File: config.mk
export PLATFORM = sky130hd
export DESIGN_NAME = spm_ctrl
export DESIGN_NICKNAME = d
export VERILOG_FILES = /design/src/hdl/spm_pkg.sv /design/src/hdl/spm_ctrl.sv
export SDC_FILE = /design/constraint.sdc
export NUM_CORES = 1
export LEC_CHECK = 0
export BUFFER_PORTS_ARGS = -buffer_cell sky130_fd_sc_hd__buf_4
export CAP_MARGIN = 0
export CORE_AREA = 2 2 39 41
export DETAILED_ROUTE_END_ITERATION = 6
export DIE_AREA = 0 0 41 43
export PLACE_DENSITY = 0.51
export SETUP_SLACK_MARGIN = 0.5
export SLEW_MARGIN = 20
export SYNTH_ARGS = -nofsm -noshare
export SYNTH_HDL_FRONTEND = slang
export SYNTH_SLANG_ARGS = --single-unit
File: constraint.sdc
create_clock -name clk_i -period 1.3 [get_ports clk_i]
set_input_delay 0.195 -clock clk_i [delete_from_list [all_inputs] [get_ports clk_i]]
set_output_delay 0.195 -clock clk_i [all_outputs]
set_load 0.01 [all_outputs]
File: src/hdl/spm_pkg.sv
// ----------------------------------------------------------------------------
// Sparse polynomial multiplier package
// Shared sizes, request codes and the command and status structures that
// join the controller and the datapath.
// ----------------------------------------------------------------------------
package spm_pkg;

  localparam int MAX_TERMS = 32;
  localparam int MAX_EXP   = 31;

  localparam int NUM_SUMS = 2 * MAX_EXP + 1;
  localparam int TW       = $clog2(MAX_TERMS);
  localparam int CW       = $clog2(MAX_TERMS + 1);
  localparam int SW       = $clog2(NUM_SUMS);

  localparam int REQ_W    = 2;
  localparam int COEFF_W  = 16;
  localparam int EXP_W    = 5;
  localparam int PCOEFF_W = 42;
  localparam int PEXP_W   = 6;

  localparam logic [REQ_W-1:0] REQ_FIRST  = 2'd0;
  localparam logic [REQ_W-1:0] REQ_SECOND = 2'd1;
  localparam logic [REQ_W-1:0] REQ_FINISH = 2'd2;

  typedef struct packed {
    logic load_first;
    logic load_second;
    logic pair_start;
    logic prod_cap;
    logic acc_step;
    logic emit_start;
    logic emit_sel;
    logic s_dec;
    logic out_load;
    logic clear;
  } spm_cmd_t;

  typedef struct packed {
    logic empty;
    logic pair_last;
    logic none;
    logic mark_s;
    logic lower_any;
    logic out_free;
  } spm_status_t;

endpackage

File: src/hdl/spm_ctrl.sv
// ----------------------------------------------------------------------------
// Sparse polynomial multiplier controller
// Sequences term loads, the pairwise multiply and accumulate, and the
// descending walk over the exponent slots.
// ----------------------------------------------------------------------------
module spm_ctrl import spm_pkg::*; (
  input  logic             clk_i,
  input  logic             rst_ni,
  input  logic             req_valid_i,
  input  logic [REQ_W-1:0] req_type_i,
  input  spm_status_t      status_i,
  output logic             req_ready_o,
  output spm_cmd_t         cmd_o
);

  localparam logic [2:0] ST_IDLE     = 3'd0;
  localparam logic [2:0] ST_MUL_RD   = 3'd1;
  localparam logic [2:0] ST_MUL_PROD = 3'd2;
  localparam logic [2:0] ST_MUL_ACC  = 3'd3;
  localparam logic [2:0] ST_EMIT_RD  = 3'd4;
  localparam logic [2:0] ST_EMIT_WR  = 3'd5;

  logic [2:0] state_d, state_q;

  assign req_ready_o = (state_q == ST_IDLE);

  always_comb begin
    cmd_o   = '0;
    state_d = state_q;
    unique case (state_q)
      ST_IDLE: begin
        if (req_valid_i) begin
          unique case (req_type_i)
            REQ_FIRST:  cmd_o.load_first  = 1'b1;
            REQ_SECOND: cmd_o.load_second = 1'b1;
            REQ_FINISH: begin
              if (status_i.empty) begin
                cmd_o.emit_start = 1'b1;
                state_d          = ST_EMIT_RD;
              end else begin
                cmd_o.pair_start = 1'b1;
                state_d          = ST_MUL_RD;
              end
            end
            default: ;
          endcase
        end
      end
      ST_MUL_RD: state_d = ST_MUL_PROD;
      ST_MUL_PROD: begin
        cmd_o.prod_cap = 1'b1;
        state_d        = ST_MUL_ACC;
      end
      ST_MUL_ACC: begin
        cmd_o.acc_step = 1'b1;
        if (status_i.pair_last) begin
          cmd_o.emit_start = 1'b1;
          state_d          = ST_EMIT_RD;
        end else begin
          state_d = ST_MUL_RD;
        end
      end
      ST_EMIT_RD: begin
        cmd_o.emit_sel = 1'b1;
        if (status_i.none || status_i.mark_s) begin
          state_d = ST_EMIT_WR;
        end else begin
          cmd_o.s_dec = 1'b1;
        end
      end
      ST_EMIT_WR: begin
        cmd_o.emit_sel = 1'b1;
        if (status_i.out_free) begin
          cmd_o.out_load = 1'b1;
          if (status_i.none || !status_i.lower_any) begin
            cmd_o.clear = 1'b1;
            state_d     = ST_IDLE;
          end else begin
            cmd_o.s_dec = 1'b1;
            state_d     = ST_EMIT_RD;
          end
        end
      end
      default: state_d = ST_IDLE;
    endcase
  end

  always_ff @(posedge clk_i or negedge rst_ni) begin
    if (!rst_ni) begin
      state_q <= ST_IDLE;
    end else begin
      state_q <= state_d;
    end
  end

endmodule

; Word-level counts from Yosys, hierarchy flattened
; Cells that the tools add are included.
[op_classes]
reduce_logical = 6
mux = 27
n_eq_ne = 11
[op_table]
columns = operator, n
row1 = $mux W3, 10
row2 = $pmux W3 S6, 1
row3 = $mux W1, 13
row4 = $eq A3 B2 Y1 const B, 2
row5 = $eq A3 B3 Y1 const B, 2
row6 = $ne A2 B2 Y1 const B, 3
row7 = $pmux W2 S2, 1
row8 = $reduce_and A4 Y1, 1
row9 = $eq A3 B1 Y1 const B, 1
row10 = $logic_not A3 Y1, 1
row11 = $eq A2 B1 Y1 const B, 1
row12 = $eq A2 B2 Y1 const B, 1
row13 = $logic_not A2 Y1, 1
row14 = $logic_or A1 B1 Y1, 2
row15 = $mux W2, 1
row16 = $ne A2 B1 Y1 const B, 1
row17 = $pmux W1 S2, 1
row18 = $logic_not A1 Y1, 1
[word_totals]
in_bits = 11
output_inout_bits = 11
wordCells = 45
register_bits = 3

; Depth between registers and ports, before layout
[depth]
ltp_word = 5
mapped_depth = 5
ltp_nobuf = 4

; Worst setup path after synthesis
; Ideal clock, no wire load.
[synth_path]
kind = register -> output
startpoint = register state_q[1]
endpoint = output port cmd_o[0] in the netlist's numbering
slack_ns = -0.090
arrival_ns = 1.195
required_ns = 1.105
path_stages_with_launch = 5
n_path_buf = 1
path_cell_list = dfrtp_1 buf_6 and2b_1 and3_1 o21a_1
[synth_lines]
columns = item, line
row1 = start: declaration, spm_ctrl.sv:23  ; logic [2:0] state_d, state_q;
row2 = start signal: assignment, spm_ctrl.sv:92  ; state_q <= state_d;
row3 = end: declaration, spm_ctrl.sv:13  ; output spm_cmd_t cmd_o

==> metrics.md <==
| Metric | Value |
|---|---|
| Antenna violations before repair | `0` |
| Net count of the mapped netlist | `between 50 and 60` |
| Element type at the critical path end | `output port` |
| Number of buffers between clock root and the deepest sink | `2` |
| Cell chosen for the clock root | `sky130_fd_sc_hd__clkbuf_4` |
| Number of maximum-capacitance constraint violations | `0` |
| Kind of start point of the critical path | `register` |
| Yosys top cell area share | `0.237` |
| Io pins | `22` |
| Least-Margin Pin Slew | `between 0.15 and 0.2 ns` |
| Number of I/O port buffers | `21` |
| Antenna viol nets, final | `0` |
| Max-Slew Margin vs Limit | `0.875` |
| Top-count cell post-synth | `sky130_fd_sc_hd__nor2_1` |
| Placeable core region | `about 1400 µm²` |
| Reg2reg end | `state_q[0]` |
| Share of cells above drive strength 1 | `0.693` |
| Regs by FF count | `state_q x3` |
| Syn_area_per_cell | `about 8 µm²` |
| Die area | `between 1500 and 2000 µm²` |
| Sinks on Clock Net | `3` |
| Arrival time at the worst endpoint | `roughly 1.4 ns` |
| Most numerous cell types in the synthesized netlist | `4 x sky130_fd_sc_hd__nor2_1, 3 x sky130_fd_sc_hd__a21oi_1, 3 x sky130_fd_sc_hd__dfrtp_1, 3 x sky130_fd_sc_hd__nor2b_1, 3 x sky130_fd_sc_hd__nor3b_1` |
| Row count | `14` |
| Post-synth EDFFs | `0` |
| Flip-flop count of the largest register, all copies and words added | `3` |
| Register with the highest flop count | `state_q` |
| Worst voltage drop across the vdd grid | `between 0.001 and 0.0015 V` |
| Crit path largest cell delay | `approximately 0.4 ns` |
| Buffers plus inverters on the worst setup path | `1` |
| Total number of cells along the worst setup path | `4` |
| Tmin final | `about 1.6 ns` |
| Required time of the worst setup path | `1.11 ns` |
| Drt initial violations | `8` |
| Launch instance of the worst register-to-register path | `state_q[0]` |
| Register bit count reported by yosys | `3` |
| Count of inserted antenna diode cells | `0` |
| Final routed DRC violation total | `0` |
| PnR worst setup slack | `-0.292 ns` |
| CTS tree | `built` |
| Master of the slowest instance on the critical path | `sky130_fd_sc_hd__or3b_4` |
| Skew-Pair Late Insertion Delay | `approximately 0.25 ns` |
| Via count | `~430` |
| Deepest level of the CTS H-tree | `1` |
| Number of endpoints failing setup at the final stage | `11` |
| Async S/R FF share, synth | `1.00` |
| Violated checks | `setup timing` |
| Series of cell instances along the critical path | `or3b_4 > o21ai_2 > nor2b_4 > buf_6` |
| Die outline height | `43 µm` |
| Fin nets | `between 80 and 90` |
| Critical path's top delay family | `simple AND/OR/NAND/NOR gates` |
| Final Hold Viols | `0` |
| Main flop type after synthesis | `sky130_fd_sc_hd__dfrtp_1` |
| Most area-hungry cell type in the Yosys netlist | `sky130_fd_sc_hd__dfrtp_1` |
| Synth warn | `0` |
| Clock Skew | `~0.0099 ns` |
| Synth top area cells | `sky130_fd_sc_hd__dfrtp_1 24%, sky130_fd_sc_hd__nor3b_1 7.1%, sky130_fd_sc_hd__nor2b_1 5.9%` |
| Cell count of the worst reg-to-reg path | `6` |
| Starting density of the core | `0.229` |
| Slack of the worst reg-to-reg path | `0.07 ns` |
| Aggregate global-route resource usage | `0.147` |
| Unrepaired setup endpoints after global routing | `yes` |
| Layout Utilization | `0.517` |
| Overflow left after global routing | `0` |
| Power density of the placed cells | `around 2000 nW/µm²` |
| First-pass GRT wire length | `1730 µm` |
| Setup crit start | `state_q[0]` |
| DR WL/cell | `about 12 µm` |
| Routability congestion estimate | `roughly 0.73` |
| Worst setup slack before clock tree synthesis | `-0.0502 ns` |
| Proportion of synthesized chip area in sequential cells | `0.237` |
| Number of instances in the synthesized netlist | `40` |
| Number of global-route vias before repair | `440` |
| Combined area of all synthesized cells | `around 320 µm²` |
| Count of distinct cell types in the synthesized netlist | `26` |
| Critical Path Sink | `cmd_o[4]` |
| Worst min path class | `in2reg` |
| Total half-perimeter wirelength after legalization and detailed placement | `~750 µm` |
| Maximum number of pins on one net before global-route repair | `10` |
| Via-per-instance ratio | `4.70` |
| Register clock-pin slew on the reported worst setup and hold paths | `around 0.050 ns` |
| Final Cycle Share | `1.22` |
| Detailed-router iteration count before antenna repair | `4` |
| Highest achievable clock rate | `~630 MHz` |
| Category of the critical setup timing path | `reg2out` |
| Die outline width | `~41 µm` |
| Total wirelength of the detailed-routed design | `between 1000 and 1500 µm` |
| Outcome | `complete, but fails checks` |
| Reported leakage power | `around 0.00033 µW` |
| Layout-stage area growth over the synthesis result | `126%` |
| Max Fanout on Critical Path | `2` |
| Total clock buffers created by CTS | `3` |
| Final slew viol count | `0` |
placed cells by master, fill, tap and decap left out, types with 2 or more instances in the layout:
cell type / count
sky130_fd_sc_hd__buf_4: 25
sky130_fd_sc_hd__clkbuf_4: 3
sky130_fd_sc_hd__nor2b_4: 2
sky130_fd_sc_hd__nor3b_2: 3
sky130_fd_sc_hd__o21ai_2: 3
sky130_fd_sc_hd__a21oi_1: 3
sky130_fd_sc_hd__dfrtp_1: 3
sky130_fd_sc_hd__nor2_1: 4
sky130_fd_sc_hd__buf_6: 6
sky130_fd_sc_hd__nor3_4: 2
kinds of logic after synthesis:
family / count (synthesis) / share of synthesized area
AO/OA/AOI/OAI: 12 / 0.237
XOR/XNOR: 1 / 0.0277
buffers and inverters: 4 / 0.0790
AND/OR/NAND/NOR: 20 / 0.419
flip-flops: 3 / 0.237
stage by stage:
step / total power [µW] / area, µm² / TNS [ns] / hold WS (ns) / instances
final: 1450 / 716 / -1.93 / 0.263 / 91
after global routing: 1560 / 716 / -2.70 / 0.263 / 91
after CTS: 1250 / 641 / -1.78 / 0.251 / 89
after detailed placement: 958 / 561 / -0.0502 / -0.0154 / 81
after global placement: 960 / 561 / -0.0550 / -0.0141 / 81
after floorplan: 675 / 358 / -0.0295 / -0.101 / 40
worst min-delay path by stage:
stage	endpoint	from	slack, ns	cells past startpoint
4_1_cts	state_q[0]	status_i[0]	0.25	3
3_3_place_gp	state_q[2]	rst_ni	-0.01	1
2_1_floorplan	state_q[0]	rst_ni	-0.10	0
6_report	state_q[0]	status_i[0]	0.26	3
5_1_grt	state_q[0]	status_i[0]	0.26	3
3_5_place_dp	state_q[2]	rst_ni	-0.02	1
area by class of cell:
class | count | area, µm²
Clock buffer | 4 | 26.3
Fill cell | 129 | 668
Inverter | 1 | 3.75
Multi-Input combinational cell | 33 | 290
Sequential cell | 3 | 75.1
Tap cell | 16 | 20.0
Timing Repair Buffer | 34 | 300
layer usage:
metal,global-route usage,part of all wire
met5,0,0
met4,0.0800,0.037
met3,0.0628,0.055
met2,0.222,0.49
met1,0.166,0.41
worst reg2reg max path, delay by kind of cell (launching register included):
family / cells / cell delay [ns]
flip-flops: 1 / 0.39
AND/OR/NAND/NOR: 1 / 0.18
AO/OA/AOI/OAI: 3 / 0.24
buffers and inverters: 2 / 0.29
report_power, final:
group | switching (µW) | internal (µW)
clock | 63.2 | 116
combinational | 451 | 636
sequential | 42.4 | 139
total | 556 | 892
what timing repair did:
item / in CTS / in global routing
pin swaps: 3 / 8
buffers inserted: 3 / 2
gates resized for setup: 6 / 12
hold buffers: 1 / 0
hold endpoints to repair: 3 / 0
gates cloned: 0 / 0
setup endpoints to repair: 14 / 14
Power figures use the tool's default switching activity.
