**src/hdl/spm_pkg.sv**
```systemverilog
// ----------------------------------------------------------------------------
// Sparse polynomial multiplier package
// Shared sizes, request codes and the command and status structures that
// join the controller and the datapath.
// ----------------------------------------------------------------------------
package spm_pkg;

  localparam int MAX_TERMS = 32;
  localparam int MAX_EXP   = 31;

  localparam int NUM_SUMS = 2 * MAX_EXP + 1;
  localparam int TW       = $clog2(MAX_TERMS);
  localparam int CW       = $clog2(MAX_TERMS + 1);
  localparam int SW       = $clog2(NUM_SUMS);

  localparam int REQ_W    = 2;
  localparam int COEFF_W  = 16;
  localparam int EXP_W    = 5;
  localparam int PCOEFF_W = 42;
  localparam int PEXP_W   = 6;

  localparam logic [REQ_W-1:0] REQ_FIRST  = 2'd0;
  localparam logic [REQ_W-1:0] REQ_SECOND = 2'd1;
  localparam logic [REQ_W-1:0] REQ_FINISH = 2'd2;

  typedef struct packed {
    logic load_first;
    logic load_second;
    logic pair_start;
    logic prod_cap;
    logic acc_step;
    logic emit_start;
    logic emit_sel;
    logic s_dec;
    logic out_load;
    logic clear;
  } spm_cmd_t;

  typedef struct packed {
    logic empty;
    logic pair_last;
    logic none;
    logic mark_s;
    logic lower_any;
    logic out_free;
  } spm_status_t;

endpackage

```
**src/hdl/spm_dp.sv**
```systemverilog
// ----------------------------------------------------------------------------
// Sparse polynomial multiplier datapath
// Term memories, the multiplier, the accumulator memory with its presence
// marks, the loop counters and the result register.
// ----------------------------------------------------------------------------
module spm_dp import spm_pkg::*; (
  input  logic                       clk_i,
  input  logic                       rst_ni,
  input  spm_cmd_t                   cmd_i,
  input  logic signed [COEFF_W-1:0]  term_coeff_i,
  input  logic [EXP_W-1:0]           term_exp_i,
  input  logic                       rsp_ready_i,
  output spm_status_t                status_o,
  output logic                       rsp_valid_o,
  output logic signed [PCOEFF_W-1:0] prod_coeff_o,
  output logic [PEXP_W-1:0]          prod_exp_o,
  output logic                       is_last_o,
  output logic                       none_o,
  output logic                       dropped_o
);

  logic signed [COEFF_W-1:0] first_coeffs [MAX_TERMS];
  logic [EXP_W-1:0]          first_exps [MAX_TERMS];
  logic signed [COEFF_W-1:0] second_coeffs [MAX_TERMS];
  logic [EXP_W-1:0]          second_exps [MAX_TERMS];
  logic [PCOEFF_W-1:0]       sum_mem [NUM_SUMS];

  logic [CW-1:0]             first_cnt_q, second_cnt_q;
  logic                      overflow_q;
  logic [NUM_SUMS-1:0]       marks_q;
  logic [TW-1:0]             i_q, j_q;
  logic [SW-1:0]             s_q;

  logic signed [COEFF_W-1:0] a_coeff_q, b_coeff_q;
  logic [EXP_W-1:0]          a_exp_q, b_exp_q;
  logic [PCOEFF_W-1:0]       sum_rd_q;
  logic [PCOEFF_W-1:0]       prod_q;
  logic [SW-1:0]             k_q;

  logic                      exp_bad;
  logic                      i_last, j_last;
  logic [SW-1:0]             k_comb;
  logic [SW-1:0]             sum_raddr;
  logic signed [2*COEFF_W-1:0] prod_comb;
  logic [PCOEFF_W-1:0]       acc_base;
  logic [NUM_SUMS-1:0]       lower_mask;

  logic                      out_valid_q;
  logic [PCOEFF_W-1:0]       out_coeff_q;
  logic [PEXP_W-1:0]         out_exp_q;
  logic                      out_last_q, out_none_q, out_drop_q;

  assign exp_bad    = int'(term_exp_i) > MAX_EXP;
  assign i_last     = (CW'(i_q) + CW'(1)) == first_cnt_q;
  assign j_last     = (CW'(j_q) + CW'(1)) == second_cnt_q;
  assign k_comb     = SW'(PEXP_W'(a_exp_q) + PEXP_W'(b_exp_q));
  assign sum_raddr  = cmd_i.emit_sel ? s_q : k_comb;
  assign prod_comb  = a_coeff_q * b_coeff_q;
  assign acc_base   = marks_q[k_q] ? sum_rd_q : '0;
  assign lower_mask = (NUM_SUMS'(1) << s_q) - NUM_SUMS'(1);

  assign status_o.empty     = (first_cnt_q == '0) || (second_cnt_q == '0);
  assign status_o.pair_last = i_last && j_last;
  assign status_o.none      = (marks_q == '0);
  assign status_o.mark_s    = marks_q[s_q];
  assign status_o.lower_any = (marks_q & lower_mask) != '0;
  assign status_o.out_free  = !out_valid_q || rsp_ready_i;

  always_ff @(posedge clk_i) begin
    if (cmd_i.load_first && !exp_bad && (int'(first_cnt_q) < MAX_TERMS)) begin
      first_coeffs[first_cnt_q[TW-1:0]] <= term_coeff_i;
      first_exps[first_cnt_q[TW-1:0]]   <= term_exp_i;
    end
    if (cmd_i.load_second && !exp_bad && (int'(second_cnt_q) < MAX_TERMS)) begin
      second_coeffs[second_cnt_q[TW-1:0]] <= term_coeff_i;
      second_exps[second_cnt_q[TW-1:0]]   <= term_exp_i;
    end
    a_coeff_q <= first_coeffs[i_q];
    a_exp_q   <= first_exps[i_q];
    b_coeff_q <= second_coeffs[j_q];
    b_exp_q   <= second_exps[j_q];
    sum_rd_q  <= sum_mem[sum_raddr];
    if (cmd_i.prod_cap) begin
      prod_q <= PCOEFF_W'(prod_comb);
      k_q    <= k_comb;
    end
    if (cmd_i.acc_step) begin
      sum_mem[k_q] <= acc_base + prod_q;
    end
  end

  always_ff @(posedge clk_i or negedge rst_ni) begin
    if (!rst_ni) begin
      first_cnt_q  <= '0;
      second_cnt_q <= '0;
      overflow_q   <= 1'b0;
      marks_q      <= '0;
      i_q          <= '0;
      j_q          <= '0;
      s_q          <= '0;
    end else begin
      if (cmd_i.load_first) begin
        if (exp_bad || (int'(first_cnt_q) >= MAX_TERMS)) begin
          overflow_q <= 1'b1;
        end else begin
          first_cnt_q <= first_cnt_q + CW'(1);
        end
      end
      if (cmd_i.load_second) begin
        if (exp_bad || (int'(second_cnt_q) >= MAX_TERMS)) begin
          overflow_q <= 1'b1;
        end else begin
          second_cnt_q <= second_cnt_q + CW'(1);
        end
      end
      if (cmd_i.pair_start) begin
        i_q <= '0;
        j_q <= '0;
      end
      if (cmd_i.acc_step) begin
        marks_q[k_q] <= 1'b1;
        if (j_last) begin
          j_q <= '0;
          i_q <= i_q + TW'(1);
        end else begin
          j_q <= j_q + TW'(1);
        end
      end
      if (cmd_i.emit_start) begin
        s_q <= SW'(NUM_SUMS - 1);
      end else if (cmd_i.s_dec) begin
        s_q <= s_q - SW'(1);
      end
      if (cmd_i.clear) begin
        first_cnt_q  <= '0;
        second_cnt_q <= '0;
        overflow_q   <= 1'b0;
        marks_q      <= '0;
      end
    end
  end

  always_ff @(posedge clk_i) begin
    if (cmd_i.out_load) begin
      out_coeff_q <= status_o.none ? '0 : sum_rd_q;
      out_exp_q   <= status_o.none ? '0 : PEXP_W'(s_q);
      out_last_q  <= status_o.none || !status_o.lower_any;
      out_none_q  <= status_o.none;
      out_drop_q  <= overflow_q;
    end
  end

  always_ff @(posedge clk_i or negedge rst_ni) begin
    if (!rst_ni) begin
      out_valid_q <= 1'b0;
    end else if (cmd_i.out_load) begin
      out_valid_q <= 1'b1;
    end else if (rsp_ready_i) begin
      out_valid_q <= 1'b0;
    end
  end

  assign rsp_valid_o  = out_valid_q;
  assign prod_coeff_o = out_coeff_q;
  assign prod_exp_o   = out_exp_q;
  assign is_last_o    = out_last_q;
  assign none_o       = out_none_q;
  assign dropped_o    = out_drop_q;

endmodule

```
**config.mk**
```make
export PLATFORM = sky130hd
export DESIGN_NAME = spm_dp
export DESIGN_NICKNAME = d
export VERILOG_FILES = /design/src/hdl/spm_pkg.sv /design/src/hdl/spm_dp.sv
export SDC_FILE = /design/constraint.sdc
export NUM_CORES = 2
export LEC_CHECK = 0
export BUFFER_PORTS_ARGS = -buffer_cell sky130_fd_sc_hd__buf_2
export CAP_MARGIN = 40
export CORE_AREA = 2 2 807 889
export DETAILED_ROUTE_END_ITERATION = 7
export DIE_AREA = 0 0 809 891
export SETUP_SLACK_MARGIN = 0.4
export SYNTH_ARGS = -nofsm -noshare
export SYNTH_HDL_FRONTEND = slang
export SYNTH_SLANG_ARGS = --single-unit
```
**constraint.sdc**
```tcl
create_clock -name clk_i -period 19.9 [get_ports clk_i]
set_input_delay 3.98 -clock clk_i [delete_from_list [all_inputs] [get_ports clk_i]]
set_output_delay 3.98 -clock clk_i [all_outputs]
set_load 0.005 [all_outputs]
```
== Word-level counts from Yosys, hierarchy flattened ==
Memory sizes are Yosys's and may differ from the RTL's. A register that Yosys moved wholly into a read port is not among the register bits.
Index checks and enable logic that the tools add are counted.
Storage, ports and cells
  memory bits (read-only): 0
  flip-flop bits (word level): 182
  memory bits (writable): 3990
  memories kept: 5
  output and inout port bits: 58
  bits of input ports: 34
  latch bits: 0
  logic and storage cells: 103
Cells by class
  bitwise gates (word level): 2
  order comparisons: 7
  reduce and logical (&&, ||, !) cells: 21
  $mul: 1
  shift operators: 1
  add/subtract/negate cells: 10
  mux-type cells: 37
  div/mod/pow operators: 0
  equal/unequal tests: 4
Memories
  sum_mem: words 63, bits a word 42, rd ports 1, clocked after memory_dff 1, wr ports 1, line spm_dp.sv:26  | logic [PCOEFF_W-1:0] sum_mem [NUM_SUMS];
  first_coeffs: words 32, bits a word 16, rd ports 1, clocked after memory_dff 1, wr ports 1, line spm_dp.sv:22  | logic signed [COEFF_W-1:0] first_coeffs [MAX_TERMS];
  second_coeffs: words 32, bits a word 16, rd ports 1, clocked after memory_dff 1, wr ports 1, line spm_dp.sv:24  | logic signed [COEFF_W-1:0] second_coeffs [MAX_TERMS];
  first_exps: words 32, bits a word 5, rd ports 1, clocked after memory_dff 1, wr ports 1, line spm_dp.sv:23  | logic [EXP_W-1:0] first_exps [MAX_TERMS];
  second_exps: words 32, bits a word 5, rd ports 1, clocked after memory_dff 1, wr ports 1, line spm_dp.sv:25  | logic [EXP_W-1:0] second_exps [MAX_TERMS];
Operator list (number)
  $mux W63: 2
  $and A63 B63 Y63: 1
  $logic_not A63 Y1: 1
  $or A63 B63 Y63: 1
  $reduce_bool A63 Y1: 1
  $shl A1 B6 Y63 const A: 1
  $sub A63 B2 Y63 const B: 1
  $mux W6: 9
  $add A42 B42 Y42: 1
  $mux W42: 1
  $mul A16 B16 Y32: 1
  $mux W5: 6
  $mux W1: 16
  $lt A6 B7 Y1 const B: 2
  $add A5 B1 Y6 const B: 2
  $add A6 B1 Y6 const B: 2
  $bmux W1 S6: 2
  $eq A6 B6 Y1: 2
  $ge A6 B6 Y1 const B: 2
  $logic_not A6 Y1: 2
  $lt A6 B6 Y1 const B: 2
  $reduce_bool A2 Y1: 6
  $add A5 B1 Y5 const B: 2
  $add A5 B5 Y6: 1
  8 further kinds: 16

== Logic depth before layout (Yosys ltp) ==
  depth in word-level cells: 7
  mapped depth: 26
  depth with buffers taken out: 25

== Worst setup path after synthesis ==
No wires, ideal clock.
  kind: reg2reg
  start point: register k_q[0]
  end point: memory sum_mem[0][40] (data pin)
  stages on the path, launching flop included: 23
  setup time: 853 ps
  setup slack: 10849 ps
  data required time: 19047 ps
  arrival time: 8198 ps
  period minus slack after synthesis: 9051 ps
  buffers on the path: 4
  cell sequence: edfxtp_1 > clkbuf_1 > clkbuf_1 > buf_1 > mux2i_1 > o22ai_1 > or2_2 > nor3_1 > clkbuf_1 > nor2b_1 > ha_1 > inv_1 > fa_1 > nor2b_1 > o31a_1 > a2111oi_0 > o31ai_1 > o21a_1 > a2111o_1 > nand2_1 > nor2_1 > o211a_1 > nor4_1
On the way
  longest elaborated chain between the ends: 4
RTL lines
  from (decl): line spm_dp.sv:38  | logic [SW-1:0] k_q;
  from (signal assigned): line spm_dp.sv:85  | k_q <= k_comb;
  $bmux W1 S6: line spm_dp.sv:59  | assign acc_base = marks_q[k_q] ? sum_rd_q : '0;
  $mux W1 (not written as such): line spm_dp.sv:59
  $mux W42: line spm_dp.sv:59
  $add A42 B42 Y42: line spm_dp.sv:88  | sum_mem[k_q] <= acc_base + prod_q;
  to (decl): line spm_dp.sv:26
No other way between the ends. The select of a mux whose other input is x is not followed.

==> impl_results.md <==
* Final setup fails at 0
* Area of the multi-input gates at 49000 um2
* Global-route usage over all layers at 13.2%
* Global-route wire length before repair at 704 mm
* Max-cap violations at 0
* WL final at 496 mm
* Total gr overflow at 0
* Clock transition at path regs at 0.06 ns
* Hold Fails Final Rpt at 0
* Vias in the first global route at 96321
* Slew Limit Fails at 0
* Vias/cell at 4.80
* Fill count at 69553
* Crit path DAT at 5.48 ns
* Clock root cell: clkbuf_16
* Synth top area share at 69.0%
* Remaining DRCs at 0
* Leading register cell type out of synthesis: edfxtp_1
* Yosys warns at 0
* Die ar. at 721000 um2
* CP Max Fanout at 28
* Final #Nets at 10759
* Core ar. at 711000 um2
* Starting Density at 25.0%
* Slew @ Worst Pin at 1.01 ns
* Antenna violations before repair at 30
* Post-synth top area cell: edfxtp_1
* # Post-CTS Setup Buffers at 0
* Synth top area cells: edfxtp_1 (69%), mux4_2 (10%), fa_1 (3.0%)
* CTS Sinks at 4256
* CTS buffer count at 405
* DR pass1 iterations at 8
* Unrepaired setup endpoints after global routing: no
* Clock Latency Late Sink at 1.04 ns
* Core Rows at 325
* I/O pin count at 92
* Mapped Area at 178000 um2
* Register bit total from synthesis at 4256
* Async SR Flop Fraction at 2.19%
* Bufs on Longest Clock Path at 4
* Critical Path RT at 15.92 ns
* CTS tree: yes
* Register area share after synthesis at 71.2%
* Port Buffer Count at 91
* Post-synth EDFFs at 4079
* Finished Core Util at 29.1%
* Synth cell types at 90
* Tmin final at 9.46 ns
* Area delta synth->final at 16.7%
* Worst setup path category: reg2out
* Post-CTS Hold Buffers at 0
* Status: complete, no violations
* Final period utilization at 47.5%
* Startpoint Class: flop
* Placer congestion estimate at 0.849
* Final TNS setup at 0 ns
* Routed WL per cell at 24.6 um
* Die width at 809 um
* Synth cell count leaders: edfxtp_1 (4079), nand2_1 (838), mux4_2 (823)
* Post-Syn Area per Cell at 17.7 um2
* DPL Wire Length at 284 mm
* Mapped Cells at 10006
* Layout cells sized above 1 at 20.7%
* CTS resizes at 0
* Slew headroom at 32.7%
* Die height at 891 um
* Worst Hold Class: reg2reg
* Clock Skew at 0.105 ns
* DR vias at 96885
* Fmax at 0.106 GHz
* Syn_nets at 10448
* Most frequent cell after synthesis: edfxtp_1
* DRT iter0 DRCs at 10622
* CP Capture Type: output port
* Largest net degree at the start of global routing at 134
* Post-route ant nets at 0
* Seq. cell area at 127000 um2
* Htree depth at 5
[path summary, 6_finish.rpt]
check	from	end	slack (ns)	depth (start not counted)
max	s_q[1]$_DFFE_PN0P_	status_o[1]	10.44	17
min	rsp_valid_o$_DFFE_PN0P_	rsp_valid_o$_DFFE_PN0P_	0.54	2
max reg2reg	k_q[0]$_DFFE_PP_	sum_mem[62][38]$_DFFE_PP_	12.12	23
min reg2reg	rsp_valid_o$_DFFE_PN0P_	rsp_valid_o$_DFFE_PN0P_	0.54	2
max in group asynchronous	rst_ni	marks_q[30]$_DFFE_PN0P_	15.50	2
min in group asynchronous	rst_ni	second_cnt_q[3]$_DFFE_PN0P_	2.99	1
[through the flow]
| stage | area, um2 | hold slack (ns) | setup slack, ns | std cells |
|---|---|---|---|---|
| 2_1_floorplan | 178000 | 0.425 | 10.85 | 10006 |
| 3_3_place_gp | 191000 | 0.484 | 10.26 | 19266 |
| 3_5_place_dp | 194000 | 0.528 | 10.51 | 19393 |
| 4_1_cts | 207000 | 0.544 | 10.50 | 20147 |
| 5_1_grt | 207000 | 0.576 | 10.08 | 20147 |
| 6_report | 207000 | 0.540 | 10.44 | 20172 |
[state kept, by name, summed over array words and instances, names as in the netlist, 16 cells and up]
| name | cells |
|---|---|
| first_exps | 160 |
| b_coeff_q | 16 |
| prod_coeff_o | 42 |
| second_coeffs | 512 |
| a_coeff_q | 16 |
| marks_q | 63 |
| prod_q | 32 |
| sum_rd_q | 42 |
| second_exps | 160 |
| first_coeffs | 512 |
| sum_mem | 2646 |
[critical path, cell delays in order (launching register included)]
cell	delay [ns]
dfrtp_1	0.49
inv_1	0.17
ha_1	0.17
buf_4	0.30
nor2b_1	0.56
nand2_1	0.13
ha_1	0.32
nor2b_1	0.05
a41oi_1	0.17
o211ai_1	0.12
a221oi_1	0.28
o2111ai_1	0.17
a2111oi_0	0.32
nand3_1	0.21
a2111oi_2	0.37
and4_1	0.27
nand4_1	0.09
buf_2	0.24
[placed cells by master (no fill, tap or decap), types with 110 or more instances in the layout]
cell       Yosys  final
a21oi_1      298    297
o21ai_0      204    203
nand2_1      838    838
o221ai_1     130    130
inv_1        326    326
nor2b_1      113    113
mux4_2       823    823
fa_1         264    264
and2_1       250    249
nor2_4         0    110
a211oi_1     214    214
nor2_1       421    291
buf_4          1    254
ha_1         144    144
clkbuf_16      0    415
mux2i_1      270    264
a311oi_1     131    131
edfxtp_1    4079   4079
[per-layer routing]
| layer | up-vias | part of all wire [%] | global-route usage, % |
|---|---|---|---|
| li1 | 40089 | - | - |
| met1 | 51628 | 41 | 17.9 |
| met2 | 4286 | 47 | 21.5 |
| met3 | 870 | 8.5 | 2.58 |
| met4 | 12 | 3.0 | 3.79 |
| met5 | - | 0.016 | 0 |
[kinds of logic after synthesis]
kind of cell	synth area share, %
muxes	12.6
and+or+nand+nor	4.84
adders and majority gates	3.99
DFF	71.2
AOI/OAI and AO/OA	4.86
xor gates and xnor gates	0.572
buffers and inverters	1.96
[layout make-up]
type / count / area share (%)
sequential: 4256 / 61.1
multi-input combinational: 4856 / 23.6
tap: 9483 / 5.73
clock buffer: 544 / 5.41
timing repair buffer: 472 / 2.48
clock inverter: 210 / 1.06
inverter: 326 / 0.591
antenna: 25 / 0.0302
Power is not shown: default switching activity piles up to over one toggle a cycle in this logic, so the estimate is an artifact.
